===== src/rtl/sha_pkg.sv =====
// sha_pkg: shared types, constants and round functions for the sha-256 stream hasher
// used by sha_front, sha_fifo, sha_back and sha256_stream_hasher_core
// no dependencies
package sha_pkg;

    localparam int CMD_FIFO_DEPTH = 4;

    // kind of work the back end does for one queued command
    typedef enum logic [1:0] {
        CMD_BYTE,
        CMD_END,
        CMD_BYTE_END
    } t_cmd_kind;

    typedef struct packed {
        t_cmd_kind  kind;
        logic [7:0] data;
    } t_cmd;

    localparam logic [7:0] PAD_MARK = 8'h80;

    localparam logic [31:0] HASH_IV [8] = '{
        32'h6a09e667, 32'hbb67ae85, 32'h3c6ef372, 32'ha54ff53a,
        32'h510e527f, 32'h9b05688c, 32'h1f83d9ab, 32'h5be0cd19
    };

    localparam logic [31:0] ROUND_K [64] = '{
        32'h428a2f98, 32'h71374491, 32'hb5c0fbcf, 32'he9b5dba5,
        32'h3956c25b, 32'h59f111f1, 32'h923f82a4, 32'hab1c5ed5,
        32'hd807aa98, 32'h12835b01, 32'h243185be, 32'h550c7dc3,
        32'h72be5d74, 32'h80deb1fe, 32'h9bdc06a7, 32'hc19bf174,
        32'he49b69c1, 32'hefbe4786, 32'h0fc19dc6, 32'h240ca1cc,
        32'h2de92c6f, 32'h4a7484aa, 32'h5cb0a9dc, 32'h76f988da,
        32'h983e5152, 32'ha831c66d, 32'hb00327c8, 32'hbf597fc7,
        32'hc6e00bf3, 32'hd5a79147, 32'h06ca6351, 32'h14292967,
        32'h27b70a85, 32'h2e1b2138, 32'h4d2c6dfc, 32'h53380d13,
        32'h650a7354, 32'h766a0abb, 32'h81c2c92e, 32'h92722c85,
        32'ha2bfe8a1, 32'ha81a664b, 32'hc24b8b70, 32'hc76c51a3,
        32'hd192e819, 32'hd6990624, 32'hf40e3585, 32'h106aa070,
        32'h19a4c116, 32'h1e376c08, 32'h2748774c, 32'h34b0bcb5,
        32'h391c0cb3, 32'h4ed8aa4a, 32'h5b9cca4f, 32'h682e6ff3,
        32'h748f82ee, 32'h78a5636f, 32'h84c87814, 32'h8cc70208,
        32'h90befffa, 32'ha4506ceb, 32'hbef9a3f7, 32'hc67178f2
    };

    function automatic logic [31:0] big_sigma0(input logic [31:0] x);
        return {x[1:0], x[31:2]} ^ {x[12:0], x[31:13]} ^ {x[21:0], x[31:22]};
    endfunction

    function automatic logic [31:0] big_sigma1(input logic [31:0] x);
        return {x[5:0], x[31:6]} ^ {x[10:0], x[31:11]} ^ {x[24:0], x[31:25]};
    endfunction

    function automatic logic [31:0] small_sigma0(input logic [31:0] x);
        return {x[6:0], x[31:7]} ^ {x[17:0], x[31:18]} ^ {3'b000, x[31:3]};
    endfunction

    function automatic logic [31:0] small_sigma1(input logic [31:0] x);
        return {x[16:0], x[31:17]} ^ {x[18:0], x[31:19]} ^ {10'b0, x[31:10]};
    endfunction

endpackage


===== src/rtl/sha_front.sv =====
// sha_front: accepts input transfers, classifies them into queue commands
// items that carry neither a byte nor an end are dropped here; depends on sha_pkg
module sha_front
    import sha_pkg::*;
(
    input  logic       i_clk,
    input  logic       i_rst_n,
    input  logic       i_tvalid,
    output logic       o_tready,
    input  logic [7:0] i_tdata,
    input  logic       i_tuser,
    input  logic       i_tlast,
    output logic       o_cmd_valid,
    input  logic       i_cmd_ready,
    output t_cmd       o_cmd
);

    logic r_valid;
    t_cmd r_cmd;
    t_cmd n_cmd;
    logic take;
    logic keep;

    assign o_tready    = !r_valid || i_cmd_ready;
    assign take        = i_tvalid && o_tready;
    assign keep        = take && (i_tuser || i_tlast);
    assign o_cmd_valid = r_valid;
    assign o_cmd       = r_cmd;

    always_comb begin
        n_cmd.data = i_tdata;
        if (i_tuser && i_tlast) begin
            n_cmd.kind = CMD_BYTE_END;
        end else if (i_tuser) begin
            n_cmd.kind = CMD_BYTE;
        end else begin
            n_cmd.kind = CMD_END;
        end
    end

    always_ff @(posedge i_clk) begin
        if (!i_rst_n) begin
            r_valid <= 1'b0;
        end else if (keep) begin
            r_valid <= 1'b1;
        end else if (i_cmd_ready) begin
            r_valid <= 1'b0;
        end
    end

    always_ff @(posedge i_clk) begin
        if (keep) begin
            r_cmd <= n_cmd;
        end
    end

endmodule


===== src/rtl/sha_fifo.sv =====
// sha_fifo: short command queue between the front and back of the hasher
// depends on sha_pkg for the command type
module sha_fifo
    import sha_pkg::*;
#(
    parameter int DEPTH = CMD_FIFO_DEPTH
) (
    input  logic i_clk,
    input  logic i_rst_n,
    input  logic i_push_valid,
    output logic o_push_ready,
    input  t_cmd i_push_cmd,
    output logic o_pop_valid,
    input  logic i_pop_ready,
    output t_cmd o_pop_cmd
);

    localparam int PW = (DEPTH > 1) ? $clog2(DEPTH) : 1;
    localparam int CW = $clog2(DEPTH + 1);

    t_cmd          r_mem [DEPTH];
    logic [PW-1:0] r_wr_ptr;
    logic [PW-1:0] r_rd_ptr;
    logic [CW-1:0] r_count;
    logic          push;
    logic          pop;

    assign o_push_ready = (r_count != CW'(DEPTH));
    assign o_pop_valid  = (r_count != '0);
    assign o_pop_cmd    = r_mem[r_rd_ptr];
    assign push         = i_push_valid && o_push_ready;
    assign pop          = o_pop_valid && i_pop_ready;

    always_ff @(posedge i_clk) begin
        if (!i_rst_n) begin
            r_wr_ptr <= '0;
            r_rd_ptr <= '0;
            r_count  <= '0;
        end else begin
            if (push) begin
                r_wr_ptr <= (r_wr_ptr == PW'(DEPTH - 1)) ? '0 : r_wr_ptr + 1'b1;
            end
            if (pop) begin
                r_rd_ptr <= (r_rd_ptr == PW'(DEPTH - 1)) ? '0 : r_rd_ptr + 1'b1;
            end
            if (push && !pop) begin
                r_count <= r_count + 1'b1;
            end else if (pop && !push) begin
                r_count <= r_count - 1'b1;
            end
        end
    end

    always_ff @(posedge i_clk) begin
        if (push) begin
            r_mem[r_wr_ptr] <= i_push_cmd;
        end
    end

endmodule


===== src/rtl/sha_back.sv =====
// sha_back: block assembly, padding, 64-round compression and digest output
// depends on sha_pkg for commands, constants and round functions
module sha_back
    import sha_pkg::*;
(
    input  logic        i_clk,
    input  logic        i_rst_n,
    input  logic        i_cmd_valid,
    output logic        o_cmd_ready,
    input  t_cmd        i_cmd,
    output logic        o_out_valid,
    input  logic        i_out_ready,
    output logic [31:0] o_out_word,
    output logic [2:0]  o_out_index,
    output logic        o_out_last
);

    typedef enum logic [2:0] {
        S_LOAD,
        S_PAD,
        S_COMP,
        S_FIN,
        S_OUT
    } t_state;

    t_state       r_state;
    t_state       r_ret;
    logic [5:0]   r_fill;
    logic [60:0]  r_cnt;
    logic [23:0]  r_acc;
    logic [31:0]  r_w [16];
    logic [31:0]  r_v [8];
    logic [31:0]  r_h [8];
    logic [5:0]   r_round;
    logic         r_pad_first;
    logic         r_len_ok;
    logic         r_ovalid;
    logic [2:0]   r_oidx;

    logic         pop;
    logic         cmd_byte;
    logic         cmd_end;
    logic         app_en;
    logic [7:0]   app_byte;
    logic [7:0]   pad_byte;
    logic [63:0]  len_bits;
    logic [31:0]  t1;
    logic [31:0]  t2;
    logic [31:0]  n_w;
    logic [31:0]  n_v [8];

    assign o_cmd_ready = (r_state == S_LOAD);
    assign pop         = o_cmd_ready && i_cmd_valid;
    assign o_out_valid = r_ovalid;
    assign o_out_word  = r_h[0];
    assign o_out_index = r_oidx;
    assign o_out_last  = (r_oidx == 3'd7);
    assign len_bits    = {r_cnt, 3'b000};

    always_comb begin
        case (i_cmd.kind)
            CMD_BYTE: begin
                cmd_byte = 1'b1;
                cmd_end  = 1'b0;
            end
            CMD_BYTE_END: begin
                cmd_byte = 1'b1;
                cmd_end  = 1'b1;
            end
            CMD_END: begin
                cmd_byte = 1'b0;
                cmd_end  = 1'b1;
            end
            default: begin
                cmd_byte = 1'b0;
                cmd_end  = 1'b0;
            end
        endcase
    end

    // pad sequence: marker byte, zeros, then the bit length big-endian in bytes 56..63
    always_comb begin
        if (r_pad_first) begin
            pad_byte = PAD_MARK;
        end else if (r_len_ok && r_fill[5:3] == 3'd7) begin
            pad_byte = len_bits[(3'd7 - r_fill[2:0]) * 8 +: 8];
        end else begin
            pad_byte = 8'h00;
        end
    end

    assign app_en   = (pop && cmd_byte) || (r_state == S_PAD);
    assign app_byte = (r_state == S_PAD) ? pad_byte : i_cmd.data;

    // one round of the compression and the next schedule word
    always_comb begin
        t1 = r_v[7] + big_sigma1(r_v[4]) + ((r_v[4] & r_v[5]) ^ (~r_v[4] & r_v[6]))
             + ROUND_K[r_round] + r_w[0];
        t2 = big_sigma0(r_v[0]) + ((r_v[0] & r_v[1]) ^ (r_v[0] & r_v[2]) ^ (r_v[1] & r_v[2]));
        n_v[0] = t1 + t2;
        n_v[1] = r_v[0];
        n_v[2] = r_v[1];
        n_v[3] = r_v[2];
        n_v[4] = r_v[3] + t1;
        n_v[5] = r_v[4];
        n_v[6] = r_v[5];
        n_v[7] = r_v[6];
        n_w = small_sigma1(r_w[14]) + r_w[9] + small_sigma0(r_w[1]) + r_w[0];
    end

    always_ff @(posedge i_clk) begin
        if (!i_rst_n) begin
            r_state     <= S_LOAD;
            r_ret       <= S_LOAD;
            r_fill      <= '0;
            r_cnt       <= '0;
            r_round     <= '0;
            r_pad_first <= 1'b0;
            r_len_ok    <= 1'b0;
            r_ovalid    <= 1'b0;
            r_oidx      <= '0;
            for (int j = 0; j < 8; j++) begin
                r_h[j] <= HASH_IV[j];
            end
        end else begin
            if (app_en) begin
                r_acc  <= {r_acc[15:0], app_byte};
                r_fill <= r_fill + 6'd1;
                if (r_fill[1:0] == 2'd3) begin
                    for (int j = 0; j < 15; j++) begin
                        r_w[j] <= r_w[j+1];
                    end
                    r_w[15] <= {r_acc, app_byte};
                end
            end
            case (r_state)
                S_LOAD: begin
                    if (pop) begin
                        if (cmd_byte) begin
                            r_cnt <= r_cnt + 61'd1;
                        end
                        if (cmd_end) begin
                            r_pad_first <= 1'b1;
                        end
                        if (cmd_byte && r_fill == 6'd63) begin
                            r_state <= S_COMP;
                            r_round <= '0;
                            r_v     <= r_h;
                            r_ret   <= cmd_end ? S_PAD : S_LOAD;
                        end else if (cmd_end) begin
                            r_state <= S_PAD;
                        end
                    end
                end
                S_PAD: begin
                    if (r_pad_first) begin
                        r_pad_first <= 1'b0;
                    end
                    if (r_fill == 6'd63) begin
                        r_state <= S_COMP;
                        r_round <= '0;
                        r_v     <= r_h;
                        if (r_len_ok && !r_pad_first) begin
                            r_ret <= S_OUT;
                        end else begin
                            // block ended before the length fit: one more block follows
                            r_ret    <= S_PAD;
                            r_len_ok <= 1'b1;
                        end
                    end else if (r_pad_first) begin
                        r_len_ok <= (r_fill < 6'd56);
                    end
                end
                S_COMP: begin
                    r_v <= n_v;
                    for (int j = 0; j < 15; j++) begin
                        r_w[j] <= r_w[j+1];
                    end
                    r_w[15] <= n_w;
                    r_round <= r_round + 6'd1;
                    if (r_round == 6'd63) begin
                        r_state <= S_FIN;
                    end
                end
                S_FIN: begin
                    for (int j = 0; j < 8; j++) begin
                        r_h[j] <= r_h[j] + r_v[j];
                    end
                    r_state <= r_ret;
                    if (r_ret == S_OUT) begin
                        r_ovalid <= 1'b1;
                        r_oidx   <= '0;
                    end
                end
                S_OUT: begin
                    if (i_out_ready) begin
                        r_oidx <= r_oidx + 3'd1;
                        if (r_oidx == 3'd7) begin
                            for (int j = 0; j < 8; j++) begin
                                r_h[j] <= HASH_IV[j];
                            end
                            r_cnt    <= '0;
                            r_len_ok <= 1'b0;
                            r_ovalid <= 1'b0;
                            r_state  <= S_LOAD;
                        end else begin
                            for (int j = 0; j < 7; j++) begin
                                r_h[j] <= r_h[j+1];
                            end
                            r_h[7] <= r_h[0];
                        end
                    end
                end
                default: begin
                    r_state <= S_LOAD;
                end
            endcase
        end
    end

endmodule


===== src/rtl/sha256_stream_hasher_core.sv =====
// sha256 stream hasher: one message byte per transfer in, eight digest words out
// an item waits in the front register until the queue has room; the back end takes one byte
// a cycle while loading and stalls for each full block (64 rounds plus the final add)
// at end of message: pad bytes, one or two compressions, then 8 output transfers
// on long messages the single round unit sets the pace: no bytes are taken while a block compresses
// reset: i_rst_n synchronous active low, clears control state and loads the initial hash
module sha256_stream_hasher_core
    import sha_pkg::*;
#(
    parameter int FIFO_DEPTH = CMD_FIFO_DEPTH
) (
    input  logic        i_clk,
    input  logic        i_rst_n,
    input  logic        i_s_axis_tvalid,
    output logic        o_s_axis_tready,
    input  logic [7:0]  i_s_axis_tdata,   // [7:0] data_byte
    input  logic        i_s_axis_tuser,   // [0] byte_valid
    input  logic        i_s_axis_tlast,
    output logic        o_m_axis_tvalid,
    input  logic        i_m_axis_tready,
    output logic [31:0] o_m_axis_tdata,   // [31:0] digest_word
    output logic [2:0]  o_m_axis_tuser,   // [2:0] word_index
    output logic        o_m_axis_tlast
);

    logic front_valid;
    logic front_ready;
    t_cmd front_cmd;
    logic queue_valid;
    logic queue_ready;
    t_cmd queue_cmd;

    sha_front u_front (
        .i_clk       (i_clk),
        .i_rst_n     (i_rst_n),
        .i_tvalid    (i_s_axis_tvalid),
        .o_tready    (o_s_axis_tready),
        .i_tdata     (i_s_axis_tdata),
        .i_tuser     (i_s_axis_tuser),
        .i_tlast     (i_s_axis_tlast),
        .o_cmd_valid (front_valid),
        .i_cmd_ready (front_ready),
        .o_cmd       (front_cmd)
    );

    sha_fifo #(
        .DEPTH (FIFO_DEPTH)
    ) u_fifo (
        .i_clk        (i_clk),
        .i_rst_n      (i_rst_n),
        .i_push_valid (front_valid),
        .o_push_ready (front_ready),
        .i_push_cmd   (front_cmd),
        .o_pop_valid  (queue_valid),
        .i_pop_ready  (queue_ready),
        .o_pop_cmd    (queue_cmd)
    );

    sha_back u_back (
        .i_clk       (i_clk),
        .i_rst_n     (i_rst_n),
        .i_cmd_valid (queue_valid),
        .o_cmd_ready (queue_ready),
        .i_cmd       (queue_cmd),
        .o_out_valid (o_m_axis_tvalid),
        .i_out_ready (i_m_axis_tready),
        .o_out_word  (o_m_axis_tdata),
        .o_out_index (o_m_axis_tuser),
        .o_out_last  (o_m_axis_tlast)
    );

endmodule


===== config.mk =====
export PLATFORM = sky130hd
export DESIGN_NAME = sha256_stream_hasher_core
export DESIGN_NICKNAME = d
export VERILOG_FILES = /design/src/rtl/sha_pkg.sv /design/src/rtl/sha_front.sv /design/src/rtl/sha_fifo.sv /design/src/rtl/sha_back.sv /design/src/rtl/sha256_stream_hasher_core.sv
export SDC_FILE = /design/constraint.sdc
export NUM_CORES = 2
export LEC_CHECK = 0
export ABC_CLOCK_PERIOD_IN_PS = 27000
export BUFFER_PORTS_ARGS = -buffer_cell sky130_fd_sc_hd__buf_4
export CORE_MARGIN = 2
export CORE_UTILIZATION = 58
export CTS_CLUSTER_DIAMETER = 50
export DETAILED_ROUTE_END_ITERATION = 16
export PLACE_DENSITY = 0.86
export SETUP_SLACK_MARGIN = 0.05
export SYNTH_ARGS = -nofsm -noshare
export SYNTH_HDL_FRONTEND = slang
export SYNTH_SLANG_ARGS = --single-unit

===== constraint.sdc =====
create_clock -name i_clk -period 27 [get_ports i_clk]
set_clock_uncertainty 0.15 [all_clocks]
set_input_delay 1.35 -clock i_clk [delete_from_list [all_inputs] [get_ports i_clk]]
set_output_delay 1.35 -clock i_clk [all_outputs]
set_load 0.05 [all_outputs]

# After elaboration in Yosys (flattened, before gate mapping)
# Memory sizes are Yosys's and may differ from the RTL's. A register that Yosys moved wholly into a read port is not among the register bits.
# Cells that the tools add are included.
# Widths: inputs -> output; s select.
dict set report totals {
  in_bits 14
  output_inout_bits 38
  mem_bits_ro 2048
  wordCells 252
  mem_bits_rw 552
  reg_bits 639
  mem_count 3
}
# name words word_bits rd rd_ports_with_merged_regs wr line_no
set memory_table {}
lappend memory_table {{(no name shown)} 64 32 1 0 0 sha_back.sv:98} ;# + ROUND_K[r_round] + r_w[0];
lappend memory_table {u_back.r_w 16 32 16 0 16 sha_back.sv:31} ;# logic [31:0] r_w [16];
lappend memory_table {u_fifo.r_mem 4 10 1 1 1 sha_fifo.sv:21} ;# t_cmd r_mem [DEPTH];
dict set report op_classes {
  shift 1
  n_addsub 27
  eq_ne 27
  n_mux 85
  order_cmp 2
  bitwise_logic 34
  n_reduce_logical 41
}
# operator n
set op_table {}
lappend op_table {{$mux 256} 5}
lappend op_table {{$pmux 256 s3} 1}
lappend op_table {{$add 32x32->32} 18}
lappend op_table {{$mux 32} 18}
lappend op_table {{$pmux 256 s2} 1}
lappend op_table {{$xor 32x32->32} 9}
lappend op_table {{$mux 61} 4}
lappend op_table {{$and 32x32->32} 5}
lappend op_table {{$pmux 61 s2} 1}
lappend op_table {{$shiftx 64x33->8} 1}
lappend op_table {{$add 61x1->61 const B} 1}
lappend op_table {{$mux 3} 15}
lappend op_table {{$not 32->32} 1}
lappend op_table {{$xor 32x22->32} 1}
lappend op_table {{$xor 32x29->32} 1}
lappend op_table {{$mux 8} 3}
lappend op_table {{$mux 1} 23}
lappend op_table {{$mux 6} 3}
lappend op_table {{$pmux 6 s3} 1}
lappend op_table {{$or 1x1->1} 16}
lappend op_table {{$pmux 3 s5} 1}
lappend op_table {{$reduce_and 5->1} 3}
lappend op_table {{$ne 2x2->1 const B} 7}
lappend op_table {{$add 6x1->6 const B} 2}
lappend op_table {{31 further kinds} 76}

# Logic depth before layout (Yosys ltp)
dict set report logic_depth {
  ltp_word 9
  depth_mapped 40
  depth_no_buf 39
}

# Modules after synthesis
# A second synthesis with hierarchy kept.
dict set report unflattened {
  cells_unflattened 7207
  area_unflattened_um2 72092.9
}
# mod n_inst area_per_inst_um2 seq_area_each_um2 cells_per_inst
set modules_own_cells {}
lappend modules_own_cells {sha_back 1 69801.9 30589.3 7087}
lappend modules_own_cells {sha_fifo 1 1920.6 1381.3 103}
lappend modules_own_cells {sha_front 1 370.4 320.3 17}

# Worst setup path before layout
# Ideal clock, no wire load.
dict set report synth_path {
  kind {input-to-reg}
  from {in i_rst_n}
  to {mem u_back.r_w[0][0] (enable)}
  cell_stages 4
  setup_slack_ns -1.051
  n_path_buf 2
  setup_ns 1.561
  t_arrival_ns 26.339
  t_required_ns 25.289
  path_cell_list {inv_1 -> clkbuf_1 -> buf_1 -> a21oi_1}
}
# item line_no
set synth_lines {}
lappend synth_lines {{start, declared} sha256_stream_hasher_core.sv:13} ;# input logic i_rst_n,
lappend synth_lines {{end, declared} sha_back.sv:31}

# Worst setup path after layout
dict set report layout_path {
  from {reg u_back.r_round[0]}
  to {reg u_back.r_v (netlist bit u_back.n_v[221]), data pin}
}
dict set report layout_via {
  elab_chain_len 8
}
# item line_no
set layout_rtl {}
lappend layout_rtl {{start, declared} sha_back.sv:34} ;# logic [5:0] r_round;
lappend layout_rtl {{start signal, assigned} sha_back.sv:180} ;# r_round <= r_round + 6'd1;
lappend layout_rtl {{$not 6->7 (not written as such)} sha_back.sv:98}
lappend layout_rtl {{$mem_v2 64x32} -}
lappend layout_rtl {{$mux 32 (not written as such) (2 in a row)} sha_back.sv:98}
lappend layout_rtl {{$add 32x32->32 (2 in a row)} sha_back.sv:98}
lappend layout_rtl {{$add 32x32->32} sha_back.sv:100} ;# n_v[0] = t1 + t2;
lappend layout_rtl {{$pmux 256 s3} sha_back.sv:136} ;# case (r_state)
lappend layout_rtl {{end signal, assigned} sha_back.sv:148} ;# r_v <= r_h;
lappend layout_rtl {{end signal, assigned} sha_back.sv:162} ;# r_v <= r_h;
lappend layout_rtl {{end signal, assigned} sha_back.sv:175} ;# r_v <= n_v;
lappend layout_rtl {{end, declared} sha_back.sv:32} ;# logic [31:0] r_v [8];
# Every way passes these cells. The select of a mux whose other input is x is not followed.
# A chain may end at the register's enable or synchronous reset.

==> summary.md <==
| Metric | Value |
|---|---|
| Initial Util | approximately three fifths |
| Post-Synth XOR/XNOR Area | 7.39% |
| Final setup vio count | 0 |
| Largest net degree at the start of global routing | 216 |
| Slew HR | 11.0% |
| Nets | 7721 |
| Post-synthesis register bit count | 1192 |
| Hold Vio Cnt, Final | 0 |
| GRT Util Overall | 36.0% |
| Cell Pwr Density | 56.0 nW/µm² |
| Predominant post-synthesis flop cell | edfxtp_1 |
| GP Congestion | 1.06 |
| WS Path Type | flip-flop to flip-flop |
| Fmax | between 90 and 100 MHz |
| Largest family of logic cells by synthesized area | compound AO/OA/AOI/OAI gates |
| Hold-fix buffers at CTS | 0 |
| Most frequent cells in the layout | nand2_1 (1042), edfxtp_1 (842), o21ai_0 (551) |
| Core area | 124000 µm² |
| Minimum clock period | 11.02 ns |
| Initial antenna violation count | 9 |
| Most common cell after layout, fill and taps aside | nand2_1 |
| H-tree levels | 4 |
| Sequential share of the synthesized area | ~45% |
| First-pass DRT Iterations | 7 |
| FP Rows | 129 |
| Area growth, synth to finish | 9.26% |
| Vias | just under 60000 |
| Syn_nets | 7850 |
| Clk slew on worst S/H paths | 0.06 ns |
| # IOs | 52 |
| CTS tree | yes |
| Vias in the first global route | around 56000 |
| Async S/R FF share, synth | 0% |
| Period Utilization, post-route | roughly two fifths |
| ANT nets after route | 0 |
| Startpoint type of the worst setup path | flip-flop |
| RSZ-0062 raised after global routing | false |
| Mux contribution to synthesized area | 1.77% |
| Crit Path Max Fanout | 30 |
| Worst EP required | 27.35 ns |
| Post-Synth Simple-Gate Area | 13.0% |
| Layout cells sized above 1 | 6.69% |
| MaxCap Viol Count | 0 |
| Synthesized cell area | 72200 µm² |
| Clk buf depth | 3 |
| Die Y | 357 µm |
| Die ar. | 127000 µm² |
| Post-route cell area | 78900 µm² |
| Crit path largest cell delay | slightly below 0.8 ns |
| Leakage power | between 0.03 and 0.04 µW |
| Port Buffers | 51 |
| CTS resizes | 0 |
| Worst VDD drop | 0.0695 mV |
| Placed standard-cell area | 73800 µm² |
| Clk root buf | clkbuf_16 |
| Mapped Avg Cell Area | 9.98 µm² |
| Distinct cells, synth | 93 |
| Detailed-route wire length per cell | 26.3 µm |
| Synth Area in Compound Gates | between 10% and 20% |
| Arrival time worst endpoint | 11.37 ns |
| CTS sink cnt | between 1000 and 1500 |
| Fill cells | 9531 |
| 1st-iter DRT viols | slightly below 9000 |
| Worst-Skew Late Latency | just over 0.8 ns |
| Detail Placement HPWL | between 150 and 200 mm |
| Final max-slew violation count | 0 |
| DRC | 0 |
| WP buf/inv | 7 |
| Syn Inst Count | 7237 |
| GR Overflow Total | 0 |
| WL final | 233 mm |
| Crit path capture type | flip-flop |
| Hold Crit Class | flip-flop to flip-flop |
| Via density | 6.62 |
| Die W | ~360 µm |
| Cts bufs inserted | 147 |
| Synth warn | 0 |
| Global-route wire length before repair | 346 mm |
| Outcome | finished, final reports clean |
| Top Family by Delay on Critical Path | compound AO/OA/AOI/OAI gates |
| Adder-cell area share of the yosys netlist | 12.7% |
| Slew at the pin with the worst max-slew slack | 1.32 ns |
| # Post-CTS Setup Buffers | 0 |
| Critical Path Slowest Stage Cell | ha_1 |
| Setup_tns | 0 ns |
| Number of synthesized flops with an enable pin | 842 |
state kept, by name, indices dropped and copies added, names as in the netlist, 3 cells and up, named ones only:
name,cells
u_back.r_w,512
u_back.r_cnt,61
u_back.o_out_word,32
u_back.r_round,6
u_back.r_fill,6
u_back.r_acc,24
u_fifo.r_count,3
u_back.r_state,3
u_back.n_v,192
u_back.o_out_index,3
u_back.r_h,224
u_back.r_v,64
u_front.o_cmd,10
u_fifo.r_mem,40
final timing paths:
check                                               startpoint                            to  slack (ns)  cells after the start
worst max-delay path            u_back.r_round[0]$_SDFFE_PN0P_     u_back.n_v[221]$_DFFE_PP_       15.98                     38
worst min-delay path              u_back.r_w[0][277]$_DFFE_PP_  u_back.r_w[0][245]$_DFFE_PP_        0.24                      0
worst max register to register  u_back.r_round[0]$_SDFFE_PN0P_     u_back.n_v[221]$_DFFE_PP_       15.98                     38
worst min register to register    u_back.r_w[0][277]$_DFFE_PP_  u_back.r_w[0][245]$_DFFE_PP_        0.24                      0
per-layer routing:
layer	share of wire, %	global-route usage, %
met5	0.0099	0
met4	5.3	16.9
met3	13	10.4
met2	42	51.4
met1	40	50.6
cells in the mapped netlist (21+ instances only):
library cell	n	area [µm²]
a211oi_1	76	571
a21o_1	185	1390
a21oi_1	459	2300
a221oi_1	55	482
a311o_1	21	210
a311oi_1	25	219
a31oi_1	65	407
and3_1	52	325
buf_1	30	113
buf_4	33	248
clkbuf_1	343	1290
dfxtp_1	350	7010
edfxtp_1	842	25300
fa_1	196	3920
ha_1	403	5040
inv_1	273	1020
maj3_1	22	220
mux2_2	25	282
mux2i_1	39	390
mux4_2	27	608
nand2_1	1045	3920
nand2b_1	72	450
nand3_1	141	706
nand4_1	33	206
nor2_1	476	1790
nor2b_1	48	300
nor3_1	137	686
o211ai_1	75	563
o21a_1	63	473
o21ai_0	551	2760
o21bai_1	31	233
o221ai_1	36	315
o22ai_1	30	188
o311ai_0	39	342
o31ai_1	30	225
or3_1	41	257
xnor2_1	403	3530
xor2_1	201	1760
power breakdown:
part	switching (µW)	internal [µW]	leakage (µW)
Clock	877	1200	0.00249
Sequential	34.9	1990	0.0104
Combinational	201	122	0.0175
Total	1110	3310	0.0304
worst reg2reg max path: cells and delay by family, from the launching register on:
kind                       cells  cell delay, ns
and+or+nand+nor                5            1.58
adders and majority gates      8            3.61
DFF                            1            0.30
AOI/OAI and AO/OA             16            3.61
buffers and inverters          7            1.11
xor gates and xnor gates       2            0.39
cells by family after synthesis:
logic type / Yosys count
buf+inv: 683
simple gates: 2145
xor+xnor: 606
compound gates: 1899
fa+ha+maj: 621
flops: 1192
mux: 91
through the flow:
stage	hold WS [ns]	total power [µW]	cells	setup slack, ns	utilization, %
floorplan	0.250	2270	7237	6.46	-
global placement	0.250	2350	8596	16.30	59.7
detailed placement	0.255	2360	8596	16.13	59.7
CTS	0.243	4420	8867	16.16	63.8
global route	0.248	4530	8867	15.34	63.8
finish	0.239	4420	8871	15.98	63.8
area by class of cell:
class                   count  area [µm²]  share of cell area (%)
clock inverters            95        1210                    1.53
diodes                      4        10.0                  0.0127
inverters                 276        1040                    1.32
repair buffers            129        1030                    1.31
flip-flops and latches   1192       32300                    40.9
well taps                1637        2050                    2.59
clock buffers             176        3940                    4.99
multi-input cells        5362       37300                    47.3
No activity file was read; power rests on OpenSTA's default activity.
